`src/sv/wpwm_pkg.sv`:
```
// ----------------------------------------------------------------------------
// wpwm_pkg
// shared types and constants for the word permutation window matcher
// ----------------------------------------------------------------------------
`default_nettype none

package wpwm_pkg;

	localparam int MAX_WORD_LEN_DEF   = 16;
	localparam int MAX_WORDS_DEF      = 16;
	localparam int POSITION_WIDTH_DEF = 16;

	localparam int CFG_W       = 5;
	localparam int CFG_IDX_W   = 1;
	localparam int KIND_W      = 2;
	localparam int BYTE_W      = 8;
	localparam int MATCH_W     = 16;

	typedef enum logic [CFG_IDX_W-1:0] {
		REG_WORD_LENGTH = 1'b0,
		REG_WORD_COUNT  = 1'b1
	} reg_index_t;

	typedef enum logic [KIND_W-1:0] {
		KIND_DICT = 2'd0,
		KIND_TEXT = 2'd1,
		KIND_NEW  = 2'd2,
		KIND_NOP  = 2'd3
	} kind_t;

	typedef enum logic [1:0] {
		ST_IDLE,
		ST_ISSUE,
		ST_CMP,
		ST_RESULT
	} state_t;

endpackage

`default_nettype wire

```
`src/sv/wpwm_ram.sv`:
```
// ----------------------------------------------------------------------------
// wpwm_ram
// generic single write port, single read port ram with registered read
// ----------------------------------------------------------------------------
`default_nettype none

module wpwm_ram #(
	parameter int WIDTH = 8,
	parameter int DEPTH = 256,
	parameter int AW    = (DEPTH > 1) ? $clog2(DEPTH) : 1
) (
	input  wire logic             clk,
	input  wire logic             we,
	input  wire logic [AW-1:0]    waddr,
	input  wire logic [WIDTH-1:0] wdata,
	input  wire logic [AW-1:0]    raddr,
	output logic      [WIDTH-1:0] rdata
);

	logic [WIDTH-1:0] mem_q [DEPTH];

	always_ff @(posedge clk) begin
		if (we) begin
			mem_q[waddr] <= wdata;
		end
		rdata <= mem_q[raddr];
	end

endmodule

`default_nettype wire

```
`src/sv/word_permutation_window_matcher.sv`:
```
// ----------------------------------------------------------------------------
// word_permutation_window_matcher
// reports text offsets whose window is a permutation of the dictionary words
// ----------------------------------------------------------------------------
// Dictionary bytes (kind 0) are appended to a dictionary ram; text bytes
// (kind 1) go into a ring window ram, and once word_length*word_count bytes
// are held each text byte starts a check. The check walks chunk by chunk,
// trying each unclaimed word byte by byte through both rams: every byte
// compare passes ST_ISSUE (address) and then ST_CMP (registered read data),
// so a text byte goes through at once when no check runs, while one that
// starts a check holds in_stall high until the check and its result are
// through. Dictionary and new-text beats never start a check. One beat is
// worked at a time; a result waits in the output register while the next beat is taken.
`default_nettype none

module word_permutation_window_matcher #(
	parameter int MAX_WORD_LEN   = wpwm_pkg::MAX_WORD_LEN_DEF,
	parameter int MAX_WORDS      = wpwm_pkg::MAX_WORDS_DEF,
	parameter int POSITION_WIDTH = wpwm_pkg::POSITION_WIDTH_DEF
) (
	input  wire logic                          clk,
	input  wire logic                          arst_n,
	input  wire logic                          in_valid,
	output logic                               in_stall,
	input  wire logic [wpwm_pkg::KIND_W-1:0]   kind,
	input  wire logic [wpwm_pkg::BYTE_W-1:0]   data_byte,
	output logic                               out_valid,
	input  wire logic                          out_stall,
	output logic      [wpwm_pkg::MATCH_W-1:0]  match_start,
	input  wire logic                          cfg_we,
	input  wire logic [wpwm_pkg::CFG_IDX_W-1:0] cfg_index,
	input  wire logic [wpwm_pkg::CFG_W-1:0]    cfg_data
);

	import wpwm_pkg::*;

	localparam int DEPTH = MAX_WORD_LEN * MAX_WORDS;
	localparam int AW    = (DEPTH > 1) ? $clog2(DEPTH) : 1;
	localparam int FW    = $clog2(DEPTH + 1);
	localparam int LW    = $clog2(MAX_WORD_LEN + 1);
	localparam int CW    = $clog2(MAX_WORDS + 1);
	localparam int BI    = (MAX_WORD_LEN > 1) ? $clog2(MAX_WORD_LEN) : 1;
	localparam int WI    = (MAX_WORDS > 1) ? $clog2(MAX_WORDS) : 1;
	localparam int PW    = POSITION_WIDTH + 1;

	state_t state_q, state_d;

	logic [CFG_W-1:0] wl_cfg_q, wc_cfg_q;
	logic [FW-1:0]    fill_q;
	logic [PW-1:0]    pos_q;
	logic [AW-1:0]    wp_q;

	logic [AW-1:0]    chunk_q, bptr_q;
	logic [AW:0]      wbase_q, dptr_q;
	logic [WI-1:0]    c_q, w_q;
	logic [BI-1:0]    b_q;
	logic [MAX_WORDS-1:0] claimed_q;
	logic [PW-1:0]    start_q;

	logic                out_valid_q;
	logic [MATCH_W-1:0]  match_start_q;

	logic [LW-1:0] wl;
	logic [CW-1:0] wc;
	logic [FW-1:0] span;
	logic [BYTE_W-1:0] win_rd, dict_rd;

	logic accept, is_text, is_dict, is_new, sat, full_win;
	logic [PW:0]   pos_inc;
	logic [AW:0]   wp_sum, st_tmp, chunk_sum, bptr_sum;
	logic [AW-1:0] wp_next, start_mod, chunk_next, bptr_next;
	logic last_word, last_chunk, last_byte, eq, out_load;

	// clamp sizes into their legal ranges
	always_comb begin
		if (wl_cfg_q == '0) wl = LW'(1);
		else if (32'(wl_cfg_q) > MAX_WORD_LEN) wl = LW'(MAX_WORD_LEN);
		else wl = LW'(wl_cfg_q);
		if (wc_cfg_q == '0) wc = CW'(1);
		else if (32'(wc_cfg_q) > MAX_WORDS) wc = CW'(MAX_WORDS);
		else wc = CW'(wc_cfg_q);
	end

	assign span = FW'(FW'(wl) * FW'(wc));

	assign accept  = in_valid && !in_stall;
	assign is_dict = (kind == KIND_DICT);
	assign is_text = (kind == KIND_TEXT);
	assign is_new  = (kind == KIND_NEW);
	assign sat     = pos_q[PW-1];
	assign pos_inc = {1'b0, pos_q} + (PW+1)'(1);
	assign full_win = pos_inc >= (PW+1)'(span);

	assign wp_sum  = {1'b0, wp_q} + (AW+1)'(1);
	assign wp_next = (wp_sum >= (AW+1)'(DEPTH)) ? '0 : wp_sum[AW-1:0];
	// start of window modulo the ring depth
	assign st_tmp    = {1'b0, wp_next} + (AW+1)'(DEPTH) - (AW+1)'(span);
	assign start_mod = (st_tmp >= (AW+1)'(DEPTH)) ?
		AW'(st_tmp - (AW+1)'(DEPTH)) : st_tmp[AW-1:0];

	assign chunk_sum  = {1'b0, chunk_q} + (AW+1)'(wl);
	assign chunk_next = (chunk_sum >= (AW+1)'(DEPTH)) ?
		AW'(chunk_sum - (AW+1)'(DEPTH)) : chunk_sum[AW-1:0];
	assign bptr_sum   = {1'b0, bptr_q} + (AW+1)'(1);
	assign bptr_next  = (bptr_sum >= (AW+1)'(DEPTH)) ? '0 : bptr_sum[AW-1:0];

	assign last_word  = (CW'(w_q) + CW'(1)) == wc;
	assign last_chunk = (CW'(c_q) + CW'(1)) == wc;
	assign last_byte  = (LW'(b_q) + LW'(1)) == wl;
	assign eq         = (win_rd == dict_rd);

	assign out_load = (state_q == ST_RESULT) && (!out_valid_q || !out_stall);

	wpwm_ram #(.WIDTH(BYTE_W), .DEPTH(DEPTH), .AW(AW)) u_dict_ram (
		.clk   (clk),
		.we    (accept && is_dict && (fill_q < FW'(DEPTH))),
		.waddr (fill_q[AW-1:0]),
		.wdata (data_byte),
		.raddr (dptr_q[AW-1:0]),
		.rdata (dict_rd)
	);

	wpwm_ram #(.WIDTH(BYTE_W), .DEPTH(DEPTH), .AW(AW)) u_win_ram (
		.clk   (clk),
		.we    (accept && is_text && !sat),
		.waddr (wp_q),
		.wdata (data_byte),
		.raddr (bptr_q),
		.rdata (win_rd)
	);

	always_comb begin
		state_d  = state_q;
		in_stall = (state_q != ST_IDLE);
		unique case (state_q)
			ST_IDLE: begin
				if (accept && is_text && !sat && full_win) state_d = ST_ISSUE;
			end
			ST_ISSUE: begin
				if (claimed_q[w_q]) begin
					if (last_word) state_d = ST_IDLE;
				end else begin
					state_d = ST_CMP;
				end
			end
			ST_CMP: begin
				if (!eq) state_d = last_word ? ST_IDLE : ST_ISSUE;
				else if (last_byte && last_chunk) state_d = ST_RESULT;
				else state_d = ST_ISSUE;
			end
			ST_RESULT: begin
				if (out_load) state_d = ST_IDLE;
			end
			default: state_d = ST_IDLE;
		endcase
	end

	always_ff @(posedge clk or negedge arst_n) begin
		if (!arst_n) begin
			state_q     <= ST_IDLE;
			wl_cfg_q    <= CFG_W'(1);
			wc_cfg_q    <= CFG_W'(1);
			fill_q      <= '0;
			pos_q       <= '0;
			wp_q        <= '0;
			claimed_q   <= '0;
			c_q         <= '0;
			w_q         <= '0;
			b_q         <= '0;
			out_valid_q <= 1'b0;
		end else begin
			state_q <= state_d;
			if (cfg_we) begin
				unique case (reg_index_t'(cfg_index))
					REG_WORD_LENGTH: wl_cfg_q <= cfg_data;
					REG_WORD_COUNT:  wc_cfg_q <= cfg_data;
					default: ;
				endcase
			end
			if (out_load) out_valid_q <= 1'b1;
			else if (!out_stall) out_valid_q <= 1'b0;

			unique case (state_q)
				ST_IDLE: begin
					if (accept) begin
						if (is_dict && (fill_q < FW'(DEPTH))) fill_q <= fill_q + FW'(1);
						if (is_new) begin
							pos_q <= '0;
							wp_q  <= '0;
						end
						if (is_text && !sat) begin
							pos_q <= pos_inc[PW-1:0];
							wp_q  <= wp_next;
							if (full_win) begin
								chunk_q   <= start_mod;
								bptr_q    <= start_mod;
								wbase_q   <= '0;
								dptr_q    <= '0;
								c_q       <= '0;
								w_q       <= '0;
								b_q       <= '0;
								claimed_q <= '0;
								start_q   <= PW'(pos_inc - (PW+1)'(span));
							end
						end
					end
				end
				ST_ISSUE: begin
					// claimed word: move straight on to the next one
					if (claimed_q[w_q] && !last_word) begin
						w_q     <= w_q + WI'(1);
						wbase_q <= wbase_q + (AW+1)'(wl);
						dptr_q  <= wbase_q + (AW+1)'(wl);
						bptr_q  <= chunk_q;
						b_q     <= '0;
					end
				end
				ST_CMP: begin
					if (!eq) begin
						if (!last_word) begin
							w_q     <= w_q + WI'(1);
							wbase_q <= wbase_q + (AW+1)'(wl);
							dptr_q  <= wbase_q + (AW+1)'(wl);
							bptr_q  <= chunk_q;
							b_q     <= '0;
						end
					end else if (last_byte) begin
						claimed_q[w_q] <= 1'b1;
						if (!last_chunk) begin
							c_q     <= c_q + WI'(1);
							chunk_q <= chunk_next;
							bptr_q  <= chunk_next;
							w_q     <= '0;
							wbase_q <= '0;
							dptr_q  <= '0;
							b_q     <= '0;
						end
					end else begin
						b_q    <= b_q + BI'(1);
						bptr_q <= bptr_next;
						dptr_q <= dptr_q + (AW+1)'(1);
					end
				end
				ST_RESULT: ;
				default: ;
			endcase
		end
	end

	always_ff @(posedge clk) begin
		if (out_load) match_start_q <= MATCH_W'(start_q);
	end

	assign out_valid   = out_valid_q;
	assign match_start = match_start_q;

	// one claimed word per finished chunk
	a_claim_count: assert property (@(posedge clk) disable iff (!arst_n)
		(state_q == ST_ISSUE || state_q == ST_CMP) |-> $countones(claimed_q) == 32'(c_q))
		else $error("claimed words out of step with chunk count");

	a_fill_bound: assert property (@(posedge clk) disable iff (!arst_n)
		fill_q <= FW'(DEPTH))
		else $error("dictionary fill beyond depth");

	a_walk_bound: assert property (@(posedge clk) disable iff (!arst_n)
		(state_q == ST_CMP) |-> (CW'(w_q) < wc) && (LW'(b_q) < wl))
		else $error("word or byte index beyond configured size");

	a_result_hold: assert property (@(posedge clk) disable iff (!arst_n)
		(state_q == ST_RESULT && out_valid_q && out_stall) |=> state_q == ST_RESULT)
		else $error("result dropped while output held");

endmodule

`default_nettype wire
```
`config.mk`:
```
export PLATFORM = sky130hd
export DESIGN_NAME = word_permutation_window_matcher
export DESIGN_NICKNAME = d
export VERILOG_FILES = /design/src/sv/wpwm_pkg.sv /design/src/sv/wpwm_ram.sv /design/src/sv/word_permutation_window_matcher.sv
export SDC_FILE = /design/constraint.sdc
export NUM_CORES = 2
export LEC_CHECK = 0
export CAP_MARGIN = 20
export CORE_UTILIZATION = 65
export CTS_CLUSTER_DIAMETER = 40
export DETAILED_ROUTE_END_ITERATION = 8
export DONT_BUFFER_PORTS = 1
export HOLD_SLACK_MARGIN = 0.05
export PLACE_DENSITY = 0.83
export REMOVE_ABC_BUFFERS = 1
export SLEW_MARGIN = 10
export SYNTH_ARGS = -nofsm -noshare
export SYNTH_HDL_FRONTEND = slang
export SYNTH_HIERARCHICAL = 1
export SYNTH_SLANG_ARGS = --single-unit
```
`constraint.sdc`:
```
create_clock -name clk -period 9.6 [get_ports clk]
set_input_delay 0.96 -clock clk [delete_from_list [all_inputs] [get_ports clk]]
set_output_delay 0.96 -clock clk [all_outputs]
set_load 0.02 [all_outputs]
```
After elaboration in Yosys (flattened, before gate mapping) --
Memory sizes are Yosys's and may differ from the RTL's. A register that Yosys moved wholly into a read port is not among the register bits. Cells that the tools add are included.
Cells by class: shift-type cells 0, reduce and logical (&&, ||, !) cells 39, $mul 1, bitwise logic cells 2, divide/modulo/power cells 0, add/subtract/negate cells 18, magnitude comparators 10, mux-type cells 78, eq/ne operators 24
Operators with widths (number):
- $mux 8 | 16
- $mux 9 | 10
- $mux 16 | 5
- $mux 4 | 15
- $pmux 9 s3 | 2
- $ge 9x9->1 const B | 4
- $mux 17 | 2
- $pmux 16 s2 | 1
- $pmux 4 s3 | 2
- $pmux 8 s3 | 1
- $reduce_and 8->1 | 3
- $mux 5 | 4
- $add 17x1->18 const B | 1
- $add 8x1->9 const B | 2
- $add 9x1->9 const B | 2
- $ge 18x9->1 | 1
- $ne 2x2->1 const B | 9
- $or 16x16->16 | 1
- $pmux 8 s2 | 1
- $sub 16x9->16 | 1
- $sub 8x1->8 const B | 2
- $add 4x1->5 const B | 3
- $eq 5x5->1 | 3
- $reduce_and 7->1 | 2
- 35 further kinds | 79
Word-level totals: memory bits (writable) 4096, memories 2, ROM bits 0, input bits 21, bits in latches 0, word-level logic and storage cells 191, output and inout port bits 18, register bits 141
Memories:
- u_dict_ram.mem_q | depth 256, bits a word 8, rd ports 1, clocked after Yosys merged registers in 1, write ports 1, line wpwm_ram.sv:20 | logic [WIDTH-1:0] mem_q [DEPTH];
- u_win_ram.mem_q | depth 256, bits a word 8, rd ports 1, clocked after Yosys merged registers in 1, write ports 1, line wpwm_ram.sv:20

Longest topological paths before layout --
word-level depth 11, depth in mapped cells 27, gate-level depth less buffers 24

By module --
Netlist, hierarchy kept.
Modules (own cells, without submodules):
- wpwm_ram | cells each 3733, seq. area each 61659.1 sq um, area an instance 79556.3 sq um, instances 2
- word_permutation_window_matcher | cells each 887, seq. area each 3801.1 sq um, area an instance 9027.4 sq um, instances 1

Worst setup path before layout --
Ideal clock, no wire load.
path kind flip-flop to flip-flop, start reg wc_cfg_q[4], end reg wbase_q[0] (enable), cell stages (with the launch flop) 27, path slack 3.360 ns, arrival time 5.870 ns, period minus slack after synthesis 6.240 ns, setup time 0.370 ns, required time 9.230 ns, buffers on the path 4, cells stage by stage dfrtp_1 > clkbuf_1 > clkbuf_1 > nand2b_1 > or2_2 > fa_1 > fa_1 > fa_1 > inv_1 > ha_1 > a21oi_1 > nor2_1 > nor2_1 > o21bai_1 > a21oi_1 > xnor2_1 > ha_1 > and3_1 > o21a_1 > o31ai_1 > nand4_1 > nor4_2 > or2_1 > buf_2 > or3_1 > buf_2 > nor2_1
On the way: longest elaborated chain between the ends 8, elaborated cells between the ends (all ways) 15, classes of those cells 1 x mul; 2 x order compare; 6 x eq/ne; 2 x mux; 4 x reduce/logical
RTL lines:
- start, declared | line word_permutation_window_matcher.sv:48 | logic [CFG_W-1:0] wl_cfg_q, wc_cfg_q;
- start signal, assigned | line word_permutation_window_matcher.sv:176 | REG_WORD_COUNT: wc_cfg_q <= cfg_data;
- $gt 5x5->1 | line word_permutation_window_matcher.sv:80 | else if (32'(wc_cfg_q) > MAX_WORDS) wc = CW'(MAX_WORDS);
- $mux 5 | line word_permutation_window_matcher.sv:80
- $mux 5 * | line word_permutation_window_matcher.sv:79 | if (wc_cfg_q == '0) wc = CW'(1);
- parallel branches: the longest is 4 deep, another holds $ge 18x9->1
- $reduce_and 9->1 (no line) *
- end signal, assigned | line word_permutation_window_matcher.sv:212 | wbase_q <= wbase_q + (AW+1)'(wl);
- end signal, assigned | line word_permutation_window_matcher.sv:222 | wbase_q <= wbase_q + (AW+1)'(wl);
- end, declared | line word_permutation_window_matcher.sv:54 | logic [AW:0] wbase_q, dptr_q;
Every way passes the cells marked *. A chain may end at the register's enable or synchronous reset.

Worst setup path in the final report --
start reg wl_cfg_q[4], end reg bptr_q[1] (enable)
On the way: longest elaborated chain between the ends 7, elaborated cells between the ends (all ways) 10, classes of those cells 1 x mul; 2 x order compare; 3 x eq/ne; 2 x mux; 2 x reduce/logical
RTL lines:
- start, declared | line word_permutation_window_matcher.sv:48
- start signal, assigned | line word_permutation_window_matcher.sv:175 | REG_WORD_LENGTH: wl_cfg_q <= cfg_data;
- $gt 5x5->1 | line word_permutation_window_matcher.sv:77 | else if (32'(wl_cfg_q) > MAX_WORD_LEN) wl = LW'(MAX_WORD_LEN);
- $mux 5 | line word_permutation_window_matcher.sv:77
- $mux 5 * | line word_permutation_window_matcher.sv:76 | if (wl_cfg_q == '0) wl = LW'(1);
- $mul 5x5->9 | line word_permutation_window_matcher.sv:84 | assign span = FW'(FW'(wl) * FW'(wc));
- $ge 18x9->1 | line word_permutation_window_matcher.sv:92 | assign full_win = pos_inc >= (PW+1)'(span);
- $ne 2x2->1 (no line)
- $reduce_and 8->1 (no line) *
- end signal, assigned | line word_permutation_window_matcher.sv:196 | bptr_q <= start_mod;
- end signal, assigned | line word_permutation_window_matcher.sv:214 | bptr_q <= chunk_q;
- end signal, assigned | line word_permutation_window_matcher.sv:224 | bptr_q <= chunk_q;
- end, declared | line word_permutation_window_matcher.sv:53 | logic [AW-1:0] chunk_q, bptr_q;
Mark *: on every way between the ends. The rest lies on a longest branch, timed or not.

==> results.cfg <==
[floorplan]
io_pins = 39
start_util = 0.654
core_area_sq_um = 257000
fp.dieH_um = 511
die-area_sq_um = 261000
die_x_um = 511
rows = 186

[setup_path]
worstSetupPathType = reg2reg
worstSetupStartpointType = register
end_kind = register
crit_path_max_fanout = 16
cp.arrival_ns = 7.74
required_ns = 10.25
rr_worst_depth = 24

[synth]
async_flop_share = 0.0176
synth_flop_cell = edfxtp_1
synth_area_leaders = edfxtp_1, mux4_2, mux2i_1, nor2_1, a22oi_1
syn-cell-area_sq_um = 168000
yosys-top-cells-count = edfxtp_1, mux4_2, nor2_1, mux2i_1, a22oi_1
synth_most_common_cell = edfxtp_1
avgSynthCellArea_sq_um = 20.1
synth-seq-cells = 4251
ys_seq_area_frac = 0.756
yosys.area.top_type = edfxtp_1
synth_edf_count = 4160
synthCells = 8353
synth_warnings = 6
synth_top_cell_area_share = 0.743
synthDistinctLibCells = 90

[placement]
io_buffer_count = 0
dp.cells = 11300
place_area_sq_um = 171000
place_congestion = 0.884
dp_hpwl_um = 227000

[timing]
fin_worst_skew_ns = 0.0707
tightest_slew_ns = 2.24
slew_headroom = -0.496
fmax_ghz = 0.141
slew_viol_final = 669
fin_crit_ns = 7.09
hold_violations = 0
setup_viol = 0
rsz0062_at_grt = no
min_period_over_period = 0.739
timing.hold.ws_ns = 0.0964

[detailed_routing]
dr.pass1.iters = 9
ant_nets = 0
top_layer = met5
wl_per_cell_um = 37.5
via_per_inst = 7.56
wl_met3_um = 59300
drt-total-wl_um = 458000
routed-via-count = 92500
route.met2.wl_um = 219000
drc = 1
met1Wirelength_um = 145000
drtIter0Drc = 15400

[min_path]
min_path_cells = 1
hp-class = in2reg

[global_routing]
antenna_found_initial = 12
grt_max_degree = 513
grt_pass1_wl_um = 651000
grt_pass1_vias = 92700
overflow = 0
grtUsageTotal = 0.348

[clocking]
postCtsHoldBufs = 3
cts_buffers = 471
cts.repair.resized = 0
post_cts_buffers = 0
htree_levels = 5
cts_tree = done
clk_pin_slew_ns = 0.06
clock_latency_ns = 1.02
clk_path_buf_depth = 4
cts.sinks = 4251
root_buffer = clkbuf_16

[power]
powerDensity_nw_per_um2 = 263
p_leak_uw = 0.0588
power_uw = 49200
vdd_drop_max_uv = 238

[cells_and_area]
final_core_util = 0.727
nNetsFinal = 8547
drive_above_1_share = 0.213
instances_no_fill = 12200
design_area_sq_um = 187000
area_growth_pct = 11.2

[job]
cap_violations = 0

[outcome]
violations = DRC, slew limit
status = finished with violations
[cell usage in the layout (no fill, tap or decap), drive strengths merged, types with 63 or more instances in the layout]
cell type  Yosys  final
inv           52     90
nand3         93     93
edfxtp      4160   4160
bufinv         0     64
a21oi        224    224
buf          249    124
mux2i        273    273
dfrtp         73     73
a22oi        266    266
mux4         917    917
clkinv         3    164
nor4          63     63
clkbuf       248    549
o221ai        94     94
nand2        126    126
o21ai         67     67
nor2         655    655
nor2b         74     74
[power breakdown]
part	leakage, uW	switching [uW]	internal [uW]
Sequential	0.0385	269	20600
Clock	0.00769	7630	11000
Combinational	0.0126	6090	3650
Total	0.0588	14000	35200
[per-layer routing]
metal	up-vias	GRT usage
met5	-	0.000183
li1	34800	-
met3	2015	0.0835
met1	46700	0.442
met4	12	0.212
met2	8933	0.550
[critical path, cell delays in order, from the launching register on]
cell and delay [ns]:
dfrtp_1 0.58, o21bai_1 0.34, inv_1 0.19, nand2_1 0.11
fa_1 0.55, fa_1 0.52, fa_1 0.55, inv_1 0.05
ha_1 0.33, a21oi_1 0.16, nor2_1 0.05, nor2_1 0.14
o21bai_1 0.08, a21oi_1 0.17, xnor2_1 0.10, ha_1 0.33
and3_1 0.26, nand4_1 0.12, nor2_1 0.18, a211o_1 0.21
nor4_2 0.10, nor2_1 0.68, nand3b_1 0.41, nor2_1 0.19
buf_4 0.30
[state kept, by name (all words and copies together), names as in the netlist, 4 cells and up]
register	count
b_q	4
bptr_q	8
c_q	4
chunk_q	8
claimed_q	16
dptr_q	8
fill_q	9
match_start	16
pos_q	17
start_q	16
u_dict_ram/mem_q	2048
u_dict_ram/rdata	8
u_win_ram/mem_q	2048
u_win_ram/rdata	8
w_q	4
wbase_q	8
wc_cfg_q	5
wl_cfg_q	5
wp_q	8
[layout make-up]
type / instances / area [sq um]
clock inverters: 311 / 3670
inverters: 55 / 206
flip-flops and latches: 4251 / 127000
fillers: 13000 / 70000
multi-input cells: 3550 / 38000
well taps: 3384 / 4230
repair buffers: 127 / 1370
diodes: 9 / 22.5
clock buffers: 549 / 12300
[logic make-up after synthesis]
| group | share of synthesized area |
|---|---|
| flops | 0.756 |
| simple gates | 0.0337 |
| mux | 0.140 |
| compound gates | 0.0399 |
| buf+inv | 0.0192 |
| xor+xnor | 0.00506 |
| fa+ha+maj | 0.00574 |
[final timing paths]
kind / slack (ns) / startpoint / end
setup reg to reg: 2.51 / wl_cfg_q[4]$_DFFE_PN0P_ / bptr_q[1]$_DFFE_PP_
max in group asynchronous: 8.56 / arst_n / wp_q[2]$_DFFE_PN0P_
setup / recovery: 2.51 / wl_cfg_q[4]$_DFFE_PN0P_ / bptr_q[1]$_DFFE_PP_
hold / removal: 0.1 / cfg_data[4] / wl_cfg_q[4]$_DFFE_PN0P_
min in group asynchronous: 0.65 / arst_n / claimed_q[0]$_DFFE_PN0P_
hold reg to reg: 0.42 / start_q[3]$_DFFE_PP_ / match_start[3]$_DFFE_PP_
[through the flow]
step                worst slack, ns  TNS, ns
floorplan                    -15.07  -435.88
finish                         2.51        0
global route                   2.15        0
detailed placement             2.68        0
CTS                            2.60        0
global placement               2.76        0
Power figures use the tool's default switching activity.
